**config.mk**
```make
export PLATFORM = sky130hd
export DESIGN_NAME = sliding_window_median_flat
export DESIGN_NICKNAME = d
export VERILOG_FILES = /design/src/rtl/core/swm_pkg.sv /design/src/rtl/core/swm_if.sv /design/src/rtl/core/swm_cell.sv /design/src/rtl/core/sliding_window_median.sv /design/src/flat_wrapper.sv
export SDC_FILE = /design/constraint.sdc
export NUM_CORES = 2
export LEC_CHECK = 0
export ABC_CLOCK_PERIOD_IN_PS = 12000
export BUFFER_PORTS_ARGS = -buffer_cell sky130_fd_sc_hd__buf_2
export CAP_MARGIN = 40
export CORE_MARGIN = 10
export CORE_UTILIZATION = 40
export DETAILED_ROUTE_END_ITERATION = 12
export GPL_ROUTABILITY_DRIVEN = 1
export PLACE_DENSITY = 0.66
export SYNTH_ARGS = -nofsm -noshare
export SYNTH_HDL_FRONTEND = slang
export SYNTH_HIERARCHICAL = 1
export SYNTH_SLANG_ARGS = --single-unit
```
**constraint.sdc**
```tcl
create_clock -name clk -period 12 [get_ports clk]
set_clock_uncertainty 0.05 [all_clocks]
set_input_delay 0.6 -clock clk [delete_from_list [all_inputs] [get_ports clk]]
set_output_delay 0.6 -clock clk [all_outputs]
set_load 0.1 [all_outputs]
```
**src/rtl/core/swm_pkg.sv**
```systemverilog
// Package for the sliding window median filter.
// Holds default sizes, cell operation codes and the cell control and link types.
// No dependencies.
package swm_pkg;

  // Default sizes for the top-level parameters
  localparam int MAX_WINDOW_DEF  = 16;
  localparam int SAMPLE_BITS_DEF = 32;

  // Window size register
  localparam int             CFG_W     = 5;
  localparam logic [CFG_W-1:0] WIN_RESET = 5'd3;

  // Cell operations, broadcast to every cell of the chain
  localparam logic [1:0] OP_HOLD     = 2'd0;
  localparam logic [1:0] OP_AGE      = 2'd1;
  localparam logic [1:0] OP_COLLAPSE = 2'd2;
  localparam logic [1:0] OP_INSERT   = 2'd3;

  typedef struct packed {
    logic [1:0] op;
    logic       clear;  // with OP_AGE: drop the whole window
  } cell_ctrl_t;

  // Flags one cell hands to the next cell up the chain
  typedef struct packed {
    logic gt;    // valid and above the new sample
    logic open;  // valid and not above the new sample
    logic hole;  // an empty slot at or below this cell
  } cell_link_t;

endpackage

```
**src/rtl/core/swm_if.sv**
```systemverilog
// Handshake interfaces for the sliding window median filter.
// Sample input, result output and window size write channels.
// Depends on swm_pkg.
interface swm_in_if #(
  parameter int SAMPLE_BITS = swm_pkg::SAMPLE_BITS_DEF
);
  logic                          valid;
  logic                          ready;
  logic signed [SAMPLE_BITS-1:0] sample;
  logic                          start_req;

  modport source (output valid, output sample, output start_req, input ready);
  modport sink   (input valid, input sample, input start_req, output ready);
endinterface

interface swm_out_if #(
  parameter int SAMPLE_BITS = swm_pkg::SAMPLE_BITS_DEF
);
  logic                        valid;
  logic                        ready;
  logic signed [SAMPLE_BITS:0] median_x2;

  modport source (output valid, output median_x2, input ready);
  modport sink   (input valid, input median_x2, output ready);
endinterface

interface swm_cfg_if;
  logic                        valid;
  logic                        ready;
  logic [swm_pkg::CFG_W-1:0]   window_size;

  modport source (output valid, output window_size, input ready);
  modport sink   (input valid, input window_size, output ready);
endinterface

```
**src/rtl/core/swm_cell.sv**
```systemverilog
// One cell of the sorted window chain: holds a sample, its age and a valid bit.
// Ages and drops its entry, closes holes and makes room for a new sample.
// Depends on swm_pkg.
module swm_cell #(
  parameter int SAMPLE_BITS = swm_pkg::SAMPLE_BITS_DEF,
  parameter int CNT_W       = 5
) (
  input  logic                          clk,
  input  logic                          rst_n,
  input  swm_pkg::cell_ctrl_t           ctrl,
  input  logic [CNT_W-1:0]              win,
  input  logic signed [SAMPLE_BITS-1:0] sample,
  // lower neighbor
  input  swm_pkg::cell_link_t           left_link,
  input  logic signed [SAMPLE_BITS-1:0] left_value,
  input  logic [CNT_W-1:0]              left_age,
  // upper neighbor
  input  logic                          right_valid,
  input  logic signed [SAMPLE_BITS-1:0] right_value,
  input  logic [CNT_W-1:0]              right_age,
  // own state
  output swm_pkg::cell_link_t           link,
  output logic                          valid,
  output logic signed [SAMPLE_BITS-1:0] value,
  output logic [CNT_W-1:0]              age
);
  import swm_pkg::*;

  logic                          valid_r, valid_nxt;
  logic signed [SAMPLE_BITS-1:0] value_r, value_nxt;
  logic [CNT_W-1:0]              age_r, age_nxt;
  logic [CNT_W:0]                age_inc;
  logic                          gt;

  assign gt        = valid_r && (value_r > sample);
  assign link.gt   = gt;
  assign link.open = valid_r && !gt;
  assign link.hole = left_link.hole || !valid_r;
  assign age_inc   = {1'b0, age_r} + 1'b1;

  // Next entry for the broadcast operation
  always_comb begin
    valid_nxt = valid_r;
    value_nxt = value_r;
    age_nxt   = age_r;
    case (ctrl.op)
      OP_AGE: begin
        if (ctrl.clear) begin
          valid_nxt = 1'b0;
        end else begin
          valid_nxt = valid_r && (age_inc < {1'b0, win});
          age_nxt   = age_inc[CNT_W-1:0];
        end
      end
      OP_COLLAPSE: begin
        // everything above the lowest hole moves down one place
        if (link.hole) begin
          valid_nxt = right_valid;
          value_nxt = right_value;
          age_nxt   = right_age;
        end
      end
      OP_INSERT: begin
        if (left_link.gt) begin
          valid_nxt = 1'b1;
          value_nxt = left_value;
          age_nxt   = left_age;
        end else if (left_link.open && !link.open) begin
          valid_nxt = 1'b1;
          value_nxt = sample;
          age_nxt   = '0;
        end
      end
      default: begin
      end
    endcase
  end

  // Entry registers, only the valid bit is reset
  always_ff @(posedge clk) begin
    if (!rst_n) begin
      valid_r <= 1'b0;
    end else begin
      valid_r <= valid_nxt;
    end
    value_r <= value_nxt;
    age_r   <= age_nxt;
  end

  assign valid = valid_r;
  assign value = value_r;
  assign age   = age_r;

endmodule

```
**src/rtl/core/sliding_window_median.sv**
```systemverilog
// Sliding window median filter, top level: control sequencer, window size
// register, chain of sorting cells and median output register.
// Depends on swm_pkg, swm_if and swm_cell.
//
//  channel | direction | payload              | transfer when
//  in_ch   | sink      | sample, start_req    | in_ch.valid && in_ch.ready
//  out_ch  | source    | median_x2            | out_ch.valid && out_ch.ready
//  cfg_ch  | sink      | window_size          | cfg_ch.valid (ready tied high)
//
// Each sample runs through accept and age, then compaction steps, one per hole
// (one when the oldest sample is below the top entry, none when it is the top
// entry or nothing drops, more after a shrink), then one insert and one emit.
// A waiting result does not block the next accept; the emit cycle waits for
// the output register to free up. Synchronous active-low reset empties the
// window and sets the window size to 3.
module sliding_window_median #(
  parameter int MAX_WINDOW  = swm_pkg::MAX_WINDOW_DEF,
  parameter int SAMPLE_BITS = swm_pkg::SAMPLE_BITS_DEF
) (
  input  logic      clk,
  input  logic      rst_n,
  swm_in_if.sink    in_ch,
  swm_out_if.source out_ch,
  swm_cfg_if.sink   cfg_ch
);
  import swm_pkg::*;

  localparam int CNT_W = $clog2(MAX_WINDOW + 1);

  localparam logic [1:0] S_IDLE = 2'd0;
  localparam logic [1:0] S_SORT = 2'd1;
  localparam logic [1:0] S_EMIT = 2'd2;

  logic [1:0]                    state_r, state_nxt;
  logic [CFG_W-1:0]              win_cfg_r;
  logic signed [SAMPLE_BITS-1:0] sample_r;
  logic                          out_valid_r, out_valid_nxt;
  logic signed [SAMPLE_BITS:0]   out_data_r;

  logic [CNT_W-1:0]              w_eff, lo_idx, hi_idx;
  cell_ctrl_t                    ctrl;
  logic                          in_fire, out_fire, any_bubble, full, emit_go;
  logic signed [SAMPLE_BITS-1:0] med_lo, med_hi;

  logic [MAX_WINDOW-1:0]         valid_vec;
  logic signed [SAMPLE_BITS-1:0] value_a [MAX_WINDOW];
  logic [CNT_W-1:0]              age_a   [MAX_WINDOW];
  cell_link_t                    link_a  [MAX_WINDOW];

  assign in_fire      = in_ch.valid && in_ch.ready;
  assign out_fire     = out_valid_r && out_ch.ready;
  assign in_ch.ready  = (state_r == S_IDLE);
  assign cfg_ch.ready = 1'b1;
  assign out_ch.valid = out_valid_r;
  assign out_ch.median_x2 = out_data_r;

  // Window size register
  always_ff @(posedge clk) begin
    if (!rst_n) begin
      win_cfg_r <= WIN_RESET;
    end else if (cfg_ch.valid) begin
      win_cfg_r <= cfg_ch.window_size;
    end
  end

  // Effective window: zero means one, saturate at the chain length
  always_comb begin
    if (win_cfg_r == '0) begin
      w_eff = CNT_W'(1);
    end else if (int'(win_cfg_r) > MAX_WINDOW) begin
      w_eff = CNT_W'(MAX_WINDOW);
    end else begin
      w_eff = CNT_W'(win_cfg_r);
    end
  end

  assign lo_idx = (w_eff - 1'b1) >> 1;
  assign hi_idx = w_eff >> 1;

  // Sample held for the insert
  always_ff @(posedge clk) begin
    if (in_fire) begin
      sample_r <= in_ch.sample;
    end
  end

  // Hole below a valid entry means the chain still needs compacting
  always_comb begin
    any_bubble = 1'b0;
    for (int i = 0; i < MAX_WINDOW - 1; i++) begin
      if (!valid_vec[i] && valid_vec[i+1]) begin
        any_bubble = 1'b1;
      end
    end
  end

  // Cell operation for this cycle
  always_comb begin
    ctrl.op    = OP_HOLD;
    ctrl.clear = 1'b0;
    case (state_r)
      S_IDLE: begin
        if (in_fire) begin
          ctrl.op    = OP_AGE;
          ctrl.clear = in_ch.start_req;
        end
      end
      S_SORT: begin
        ctrl.op = any_bubble ? OP_COLLAPSE : OP_INSERT;
      end
      default: begin
      end
    endcase
  end

  // Cell chain
  for (genvar g = 0; g < MAX_WINDOW; g++) begin : g_cell
    cell_link_t                    l_link;
    logic signed [SAMPLE_BITS-1:0] l_value, r_value;
    logic [CNT_W-1:0]              l_age, r_age;
    logic                          r_valid;

    if (g == 0) begin : g_bottom
      assign l_link  = '{gt: 1'b0, open: 1'b1, hole: 1'b0};
      assign l_value = '0;
      assign l_age   = '0;
    end else begin : g_mid
      assign l_link  = link_a[g-1];
      assign l_value = value_a[g-1];
      assign l_age   = age_a[g-1];
    end

    if (g == MAX_WINDOW - 1) begin : g_top
      assign r_valid = 1'b0;
      assign r_value = '0;
      assign r_age   = '0;
    end else begin : g_below
      assign r_valid = valid_vec[g+1];
      assign r_value = value_a[g+1];
      assign r_age   = age_a[g+1];
    end

    swm_cell #(
      .SAMPLE_BITS (SAMPLE_BITS),
      .CNT_W       (CNT_W)
    ) u_cell (
      .clk         (clk),
      .rst_n       (rst_n),
      .ctrl        (ctrl),
      .win         (w_eff),
      .sample      (sample_r),
      .left_link   (l_link),
      .left_value  (l_value),
      .left_age    (l_age),
      .right_valid (r_valid),
      .right_value (r_value),
      .right_age   (r_age),
      .link        (link_a[g]),
      .valid       (valid_vec[g]),
      .value       (value_a[g]),
      .age         (age_a[g])
    );
  end

  // Pick the middle entries and the fullness flag
  always_comb begin
    med_lo = '0;
    med_hi = '0;
    full   = 1'b0;
    for (int i = 0; i < MAX_WINDOW; i++) begin
      if (CNT_W'(i) == lo_idx) begin
        med_lo = value_a[i];
      end
      if (CNT_W'(i) == hi_idx) begin
        med_hi = value_a[i];
      end
      if (CNT_W'(i) == w_eff - 1'b1) begin
        full = valid_vec[i];
      end
    end
  end

  assign emit_go = (state_r == S_EMIT) && (!out_valid_r || out_ch.ready);

  // Sequencer
  always_comb begin
    state_nxt = state_r;
    case (state_r)
      S_IDLE: begin
        if (in_fire) begin
          state_nxt = S_SORT;
        end
      end
      S_SORT: begin
        if (!any_bubble) begin
          state_nxt = S_EMIT;
        end
      end
      S_EMIT: begin
        if (emit_go) begin
          state_nxt = S_IDLE;
        end
      end
      default: begin
        state_nxt = S_IDLE;
      end
    endcase
  end

  always_comb begin
    out_valid_nxt = out_valid_r && !out_fire;
    if (emit_go) begin
      out_valid_nxt = full;
    end
  end

  always_ff @(posedge clk) begin
    if (!rst_n) begin
      state_r     <= S_IDLE;
      out_valid_r <= 1'b0;
    end else begin
      state_r     <= state_nxt;
      out_valid_r <= out_valid_nxt;
    end
  end

  // Result register: sum of the two middle entries
  always_ff @(posedge clk) begin
    if (emit_go && full) begin
      out_data_r <= {med_lo[SAMPLE_BITS-1], med_lo} + {med_hi[SAMPLE_BITS-1], med_hi};
    end
  end

  // An accepted sample always goes to the sort phase next
  assert property (@(posedge clk) disable iff (!rst_n)
    in_fire |=> (state_r == S_SORT))
    else $error("accepted sample did not start the sort phase");

  // Once compacting ends, valid entries form an unbroken run from cell 0
  assert property (@(posedge clk) disable iff (!rst_n)
    (state_r == S_EMIT) |-> (((valid_vec >> 1) & ~valid_vec) == '0))
    else $error("window has a hole after insert");

  // In the emit step the chain holds no more entries than the window
  assert property (@(posedge clk) disable iff (!rst_n)
    (state_r == S_EMIT) |-> ((valid_vec >> w_eff) == '0))
    else $error("window holds more samples than its size");

  // A new result only appears from the emit step
  assert property (@(posedge clk) disable iff (!rst_n)
    (out_fire || !out_valid_r) ##1 out_valid_r |-> ($past(state_r) == S_EMIT))
    else $error("result appeared outside the emit step");

endmodule

```
**src/flat_wrapper.sv**
```systemverilog
// flat-port wrapper written by rule: the top's interface ports become plain ports
module sliding_window_median_flat import swm_pkg::*;
#(
  parameter int MAX_WINDOW  = swm_pkg::MAX_WINDOW_DEF,
  parameter int SAMPLE_BITS = swm_pkg::SAMPLE_BITS_DEF
)
  (clk, rst_n, in_ch_valid, in_ch_sample, in_ch_start_req, in_ch_ready, out_ch_valid, out_ch_median_x2, out_ch_ready, cfg_ch_valid, cfg_ch_window_size, cfg_ch_ready);
  swm_in_if #(.SAMPLE_BITS(SAMPLE_BITS)) in_ch_i ();
  swm_out_if #(.SAMPLE_BITS(SAMPLE_BITS)) out_ch_i ();
  swm_cfg_if cfg_ch_i ();
  input  logic clk;
  input  logic rst_n;
  input wire logic [$bits(in_ch_i.valid)-1:0] in_ch_valid;
  input wire logic [$bits(in_ch_i.sample)-1:0] in_ch_sample;
  input wire logic [$bits(in_ch_i.start_req)-1:0] in_ch_start_req;
  output wire logic [$bits(in_ch_i.ready)-1:0] in_ch_ready;
  output wire logic [$bits(out_ch_i.valid)-1:0] out_ch_valid;
  output wire logic [$bits(out_ch_i.median_x2)-1:0] out_ch_median_x2;
  input wire logic [$bits(out_ch_i.ready)-1:0] out_ch_ready;
  input wire logic [$bits(cfg_ch_i.valid)-1:0] cfg_ch_valid;
  input wire logic [$bits(cfg_ch_i.window_size)-1:0] cfg_ch_window_size;
  output wire logic [$bits(cfg_ch_i.ready)-1:0] cfg_ch_ready;
  assign in_ch_i.valid = in_ch_valid;
  assign in_ch_i.sample = in_ch_sample;
  assign in_ch_i.start_req = in_ch_start_req;
  assign in_ch_ready = in_ch_i.ready;
  assign out_ch_valid = out_ch_i.valid;
  assign out_ch_median_x2 = out_ch_i.median_x2;
  assign out_ch_i.ready = out_ch_ready;
  assign cfg_ch_i.valid = cfg_ch_valid;
  assign cfg_ch_i.window_size = cfg_ch_window_size;
  assign cfg_ch_ready = cfg_ch_i.ready;
  sliding_window_median #(.MAX_WINDOW(MAX_WINDOW), .SAMPLE_BITS(SAMPLE_BITS)) u_core (.clk(clk), .rst_n(rst_n), .in_ch(in_ch_i), .out_ch(out_ch_i), .cfg_ch(cfg_ch_i));
endmodule
```
# Yosys cells after proc, flatten, opt, wreduce, memory -nomap -nowiden
# Index checks and enable logic that the tools add are counted.
[word_totals] inputBits=43 ff_bits=681 elab_cells=689 out_inout_bits=36
[op_classes] n_addsub=18 reduce_logical=204 n_eq_ne=86 muxes=295 n_lt_le_gt_ge=33
[op_table] op="32-bit 2-to-1 mux" count=79
[op_table] op="32-bit case mux with 2 select lines" count=16
[op_table] op="32-bit > comparator" count=16
[op_table] op="5-bit 2-to-1 mux" count=65
[op_table] op="5-bit case mux with 3 select lines" count=16
[op_table] op="1-bit 2-to-1 mux" count=97
[op_table] op="5-bit by 1-bit adder with 6-bit output (second input constant)" count=16
[op_table] op="6-bit by 5-bit less-than comparator with 1-bit output" count=16
[op_table] op="3-bit AND reduction" count=32
[op_table] op="1-bit logical AND" count=83
[op_table] op="4-bit equality test (first input constant)" count=16
[op_table] op="4-bit AND reduction" count=16
[op_table] op="1-bit zero test" count=49
[op_table] op="1-bit case mux with 3 select lines" count=16
[op_table] op="3-bit != test (second input constant)" count=15
[op_table] op="4-bit by 5-bit equality test with 1-bit output (first input constant)" count=8
[op_table] op="2-bit != test (second input constant)" count=20
[op_table] op="32-bit by 32-bit adder with 33-bit output" count=1
[op_table] op="3-bit by 4-bit equality test with 1-bit output (first input constant)" count=8
[op_table] op="3-bit by 5-bit equality test with 1-bit output (first input constant)" count=4
[op_table] op="5-bit zero test" count=4
[op_table] op="2-bit by 4-bit equality test with 1-bit output (first input constant)" count=4
[op_table] op="1-bit logical OR" count=16
[op_table] op="2-bit by 5-bit equality test with 1-bit output (first input constant)" count=2
[op_table] op="14 further kinds" count=21

# Depth between registers and ports, before layout
[logic_depth] word_depth=22 depth_mapped=27 depth_no_buf=19

# Hierarchy
# Netlist, hierarchy kept.
[by_module_without_submodules] mod="swm_cell (u_core.g_cell[0].u_cell ...)" n_inst=10 area_per_inst_um2=3054.2 cells_each=334
[by_module_without_submodules] mod="swm_cell (u_core.g_cell[4].u_cell ...)" n_inst=5 area_per_inst_um2=3046.7 cells_each=332
[by_module_without_submodules] mod="sliding_window_median" n_inst=1 area_per_inst_um2=8843.5 cells_each=1005
[by_module_without_submodules] mod="swm_cell (u_core.g_cell[9].u_cell)" n_inst=1 area_per_inst_um2=3031.7 cells_each=331

# Worst setup path before layout
# Ideal clock, no wire load.
[synth_timing] path_kind="reg-to-reg" from="register u_core.g_cell[9].u_cell.valid_r" to="register u_core.g_cell[15].u_cell.value_r[0] (enable)" setup_time_ps=425 slack_ps=3987 stages_incl_launch_ff=9 t_arrival_ps=7538 t_required_ps=11525 synth_period_minus_slack_ps=8013 cell_sequence="dfxtp_1 a21oi_1 nor4_1 nand4_1 o31ai_1 clkbuf_1 o21a_1 nand2_1 o21ai_1"
[synth_lines] item="start, declared" line_no="swm_cell.sv:29" source="logic valid_r, valid_nxt;"
[synth_lines] item="start signal, assigned" line_no="swm_cell.sv:84" source="valid_r <= valid_nxt;"
[synth_lines] item="end signal, assigned" line_no="swm_cell.sv:86" source="value_r <= value_nxt;"
[synth_lines] item="end, declared" line_no="swm_cell.sv:30" source="logic signed [SAMPLE_BITS-1:0] value_r, value_nxt;"

# Worst setup path in the final report
[layout_timing] from="register u_core.win_cfg_r[4]" to="register u_core.out_data_r[21] (netlist: u_core/out_ch.median_x2[21]), data pin"
[layout_between] elab_chain_len=22 elab_cells_between_ends=70 cone_classes="add/sub: 2; order compare: 1; eq/ne: 30; mux: 34; reduce/logical: 3"
[layout_rtl] item="start, declared" line_no="sliding_window_median.sv:35" source="logic [CFG_W-1:0] win_cfg_r;"
[layout_rtl] item="start signal, assigned" line_no="sliding_window_median.sv:62" source="win_cfg_r <= cfg_ch.window_size;"
[layout_rtl] item="5-bit > comparator" line_no="sliding_window_median.sv:70" source="end else if (int'(win_cfg_r) > MAX_WINDOW) begin"
[layout_rtl] item="5-bit 2-to-1 mux" line_no="sliding_window_median.sv:70"
[layout_rtl] item="5-bit 2-to-1 mux *" line_no="sliding_window_median.sv:68" source="if (win_cfg_r == '0) begin"
[layout_rtl] item="5-bit by 1-bit subtractor with 5-bit output" line_no="sliding_window_median.sv:77" source="assign lo_idx = (w_eff - 1'b1) >> 1;"
[layout_rtl] item="5-bit zero test" line_no="sliding_window_median.sv:171" source="if (CNT_W'(i) == lo_idx) begin"
[layout_rtl] item="32-bit 2-to-1 mux (16 in series)" line_no="sliding_window_median.sv:171"
[layout_rtl] item="32-bit by 32-bit adder with 33-bit output *" line_no="sliding_window_median.sv:230" source="out_data_r <= {med_lo[SAMPLE_BITS-1], med_lo} + {med_hi[SAMPLE_BITS-1], med_hi};"
[layout_rtl] item="end signal, assigned" line_no="sliding_window_median.sv:230"
[layout_rtl] item="end, declared" line_no="sliding_window_median.sv:38" source="logic signed [SAMPLE_BITS:0] out_data_r;"
# Every way passes the cells marked *; elsewhere a longest branch is shown, timed or not.
# A chain may end at the register's enable or synchronous reset.

==> run summary <==
Sw frac - 47.9%
Port Buffers - 77
Root buf cell - clkbuf_16
Global-route wire length before repair - 300000 microns
NetSw - 8.54 mW
Startpoint type of the worst setup path - flip-flop
Share of cells above drive strength 1 - 8.39%
Fin crit share - 58.2%
Type of the tightest min-delay check - in -> reg
Comb pwr share - 52.3%
RSZ-0062 raised after global routing - false
Die Span Y - 399 microns
Pwr Density - 279 nW/um^2
CP max FO - 44
Worst Path Buf+Inv - 2
CTS Buf Count - 85
Row count - 139
Total power - 17.8 mW
Antenna violations before repair - 5
FF-to-FF Start - u_core/win_cfg_r[4]
Reg power frac - 33.0%
Core area - 143000 sq um
Die extent in x - 399 microns
Clock Pin Slew Worst Setup and Hold Paths - 60 ps
CP endpoint - u_core/out_ch.median_x2[21]
Clock latency on the worst-skew pair - 720 ps
CP max stage delay - 690 ps
Dpl ws - 5120 ps
Clock period minus worst slack - 6980 ps
Area added between synthesis and finish - 11.0%
Residual overflow from global routing - 0
Clk sinks - 681
Cells after synthesis - 6328
Initial Util - 40.2%
CTS tree - done
Max_cap viols - 0
R2R setup slack - 5020 ps
Violation count after the first detailed-routing iteration - 5446
First-pass DRT Iterations - 10
Critical R2R Capture - u_core/out_ch.median_x2[21]
Critical Path Start - u_core/win_cfg_r[4]
H-tree depth - 3
CP cell instances - buf_4 -> nand2b_1 -> ha_4 -> buf_4 -> mux4_2 -> a22oi_1 -> o221ai_1 -> o21a_1 -> ha_1 -> a211oi_1 -> o21ai_0 -> a41oi_1 -> a31oi_1 -> o21ai_0 -> a21oi_1 -> a31o_2 -> xor2_1
R2r worst-path depth - 17
Die area - 160000 sq um
CP max stage cell - buf_4
Io pins - 79
Hold buffers post-CTS - 32
Final Hold Vio Count - 0
Run status - complete, no violations
Worst vdd ir - 0.345 mV
# DRC - 0
Vias in the first global route - 47700
Worst EP arrival - 7390 ps
Leak - 24.6 nW
Post-CTS setup buffers - 0
Post-CTS sizing - 0
GRT Total Usage - 24.1%
Final worst slack - 5020 ps
Worst path depth - 17
Worst-Margin Slew - 947 ps
Via count - 50200
Routed wire length - 199000 microns
Largest net degree at the start of global routing - 164
Post-layout util - 44.6%
Peak Freq - 143 MHz
Syn Area/Cell - 9.10 sq um
Top Family by Delay on Critical Path - compound AO/OA/AOI/OAI gates
P_int - 9.28 mW
Fin nets - 7065
Final HPWL DP - 147000 microns
Maximum clock path buffer count - 3
WHS - 134 ps
Routed wire per std cell - 23.7 microns
Crit. End Element - flip-flop
Crit Path Class - reg -> reg
Ys Warns - 6
GPL Wtd Cong - 0.956
Worst slew margin - 36.3%
Clock power share - 14.6%
Max-slew violations - 0
Vias/cell - 6.00
Post-Route Setup TNS - 0 ps
Mapped Area - 57600 sq um
Critical path data required time - 12410 ps
Post-DRT Antenna Nets - 0
Count of final setup violators - 0
layer usage:
| layer | global-route usage, % | vias up | routed length [microns] |
|---|---|---|---|
| met2 | 38.0 | 2139 | 89300 |
| met5 | 0 | - | 0 |
| li1 | - | 23300 | - |
| met3 | 3.30 | 408 | 14500 |
| met4 | 9.98 | 0 | 8950 |
| met1 | 33.0 | 24400 | 85800 |
sequential cells by signal, indices dropped and copies added (netlist names):
signal and count:
u_core/win_cfg_r 5, u_core/g_cell.u_cell/valid 16, u_core/out_ch.valid 1, u_core/state_r 2, u_core/sample_r 32, u_core/out_ch.median_x2 33
u_core/g_cell.u_cell/age 80, u_core/g_cell.u_cell/value 512
cells in the final DEF, fill, tap and decap left out, drive strengths merged, types with 116 or more instances in the layout:
cell type and instances:
a21oi 914, buf 187, edfxtp 657, ha 628
inv 679, mux2i 534, nand2 209, nand3 116
nand4 118, nor2 824, o21ai 266
cell type report:
class	instances	area, sq um
diodes	2	5.00
well taps	1903	2380
multi-input cells	4731	34300
inverters	674	2530
repair buffers	220	1760
flip-flops and latches	681	20200
clock buffers	111	2250
clock inverters	46	448
fillers	13800	79400
metrics by stage:
step | instances | cell area [sq um]
6_report | 8368 | 63900
4_1_cts | 8365 | 63900
5_1_grt | 8368 | 63900
3_3_place_gp | 8157 | 60500
2_1_floorplan | 6408 | 57900
3_5_place_dp | 8176 | 60900
power by group through the flow:
stage	registers (mW)	logic [mW]	clock network, mW
2_1_floorplan	5.23	6.64	0
3_3_place_gp	5.91	8.60	0
3_5_place_dp	5.90	9.06	0
4_1_cts	5.86	9.15	2.65
5_1_grt	5.95	10.4	2.74
6_report	5.89	9.33	2.61
tightest hold or removal path, cell delays in order:
cell	delay, ps
buf_2	130
mux2i_1	80
nand2_1	60
how the worst min path moves through the flow:
stage,from,endpoint,slack [ps],depth (start not counted)
after floorplan,u_core/win_cfg_r[0],u_core/win_cfg_r[0],410,2
after global placement,u_core/win_cfg_r[0],u_core/win_cfg_r[0],440,2
after detailed placement,u_core/win_cfg_r[0],u_core/win_cfg_r[0],440,2
after CTS,cfg_ch_window_size[2],u_core/win_cfg_r[2],90,3
after global routing,cfg_ch_window_size[0],u_core/win_cfg_r[0],110,3
final,cfg_ch_window_size[1],u_core/win_cfg_r[1],130,3
Power figures use the tool's default switching activity.
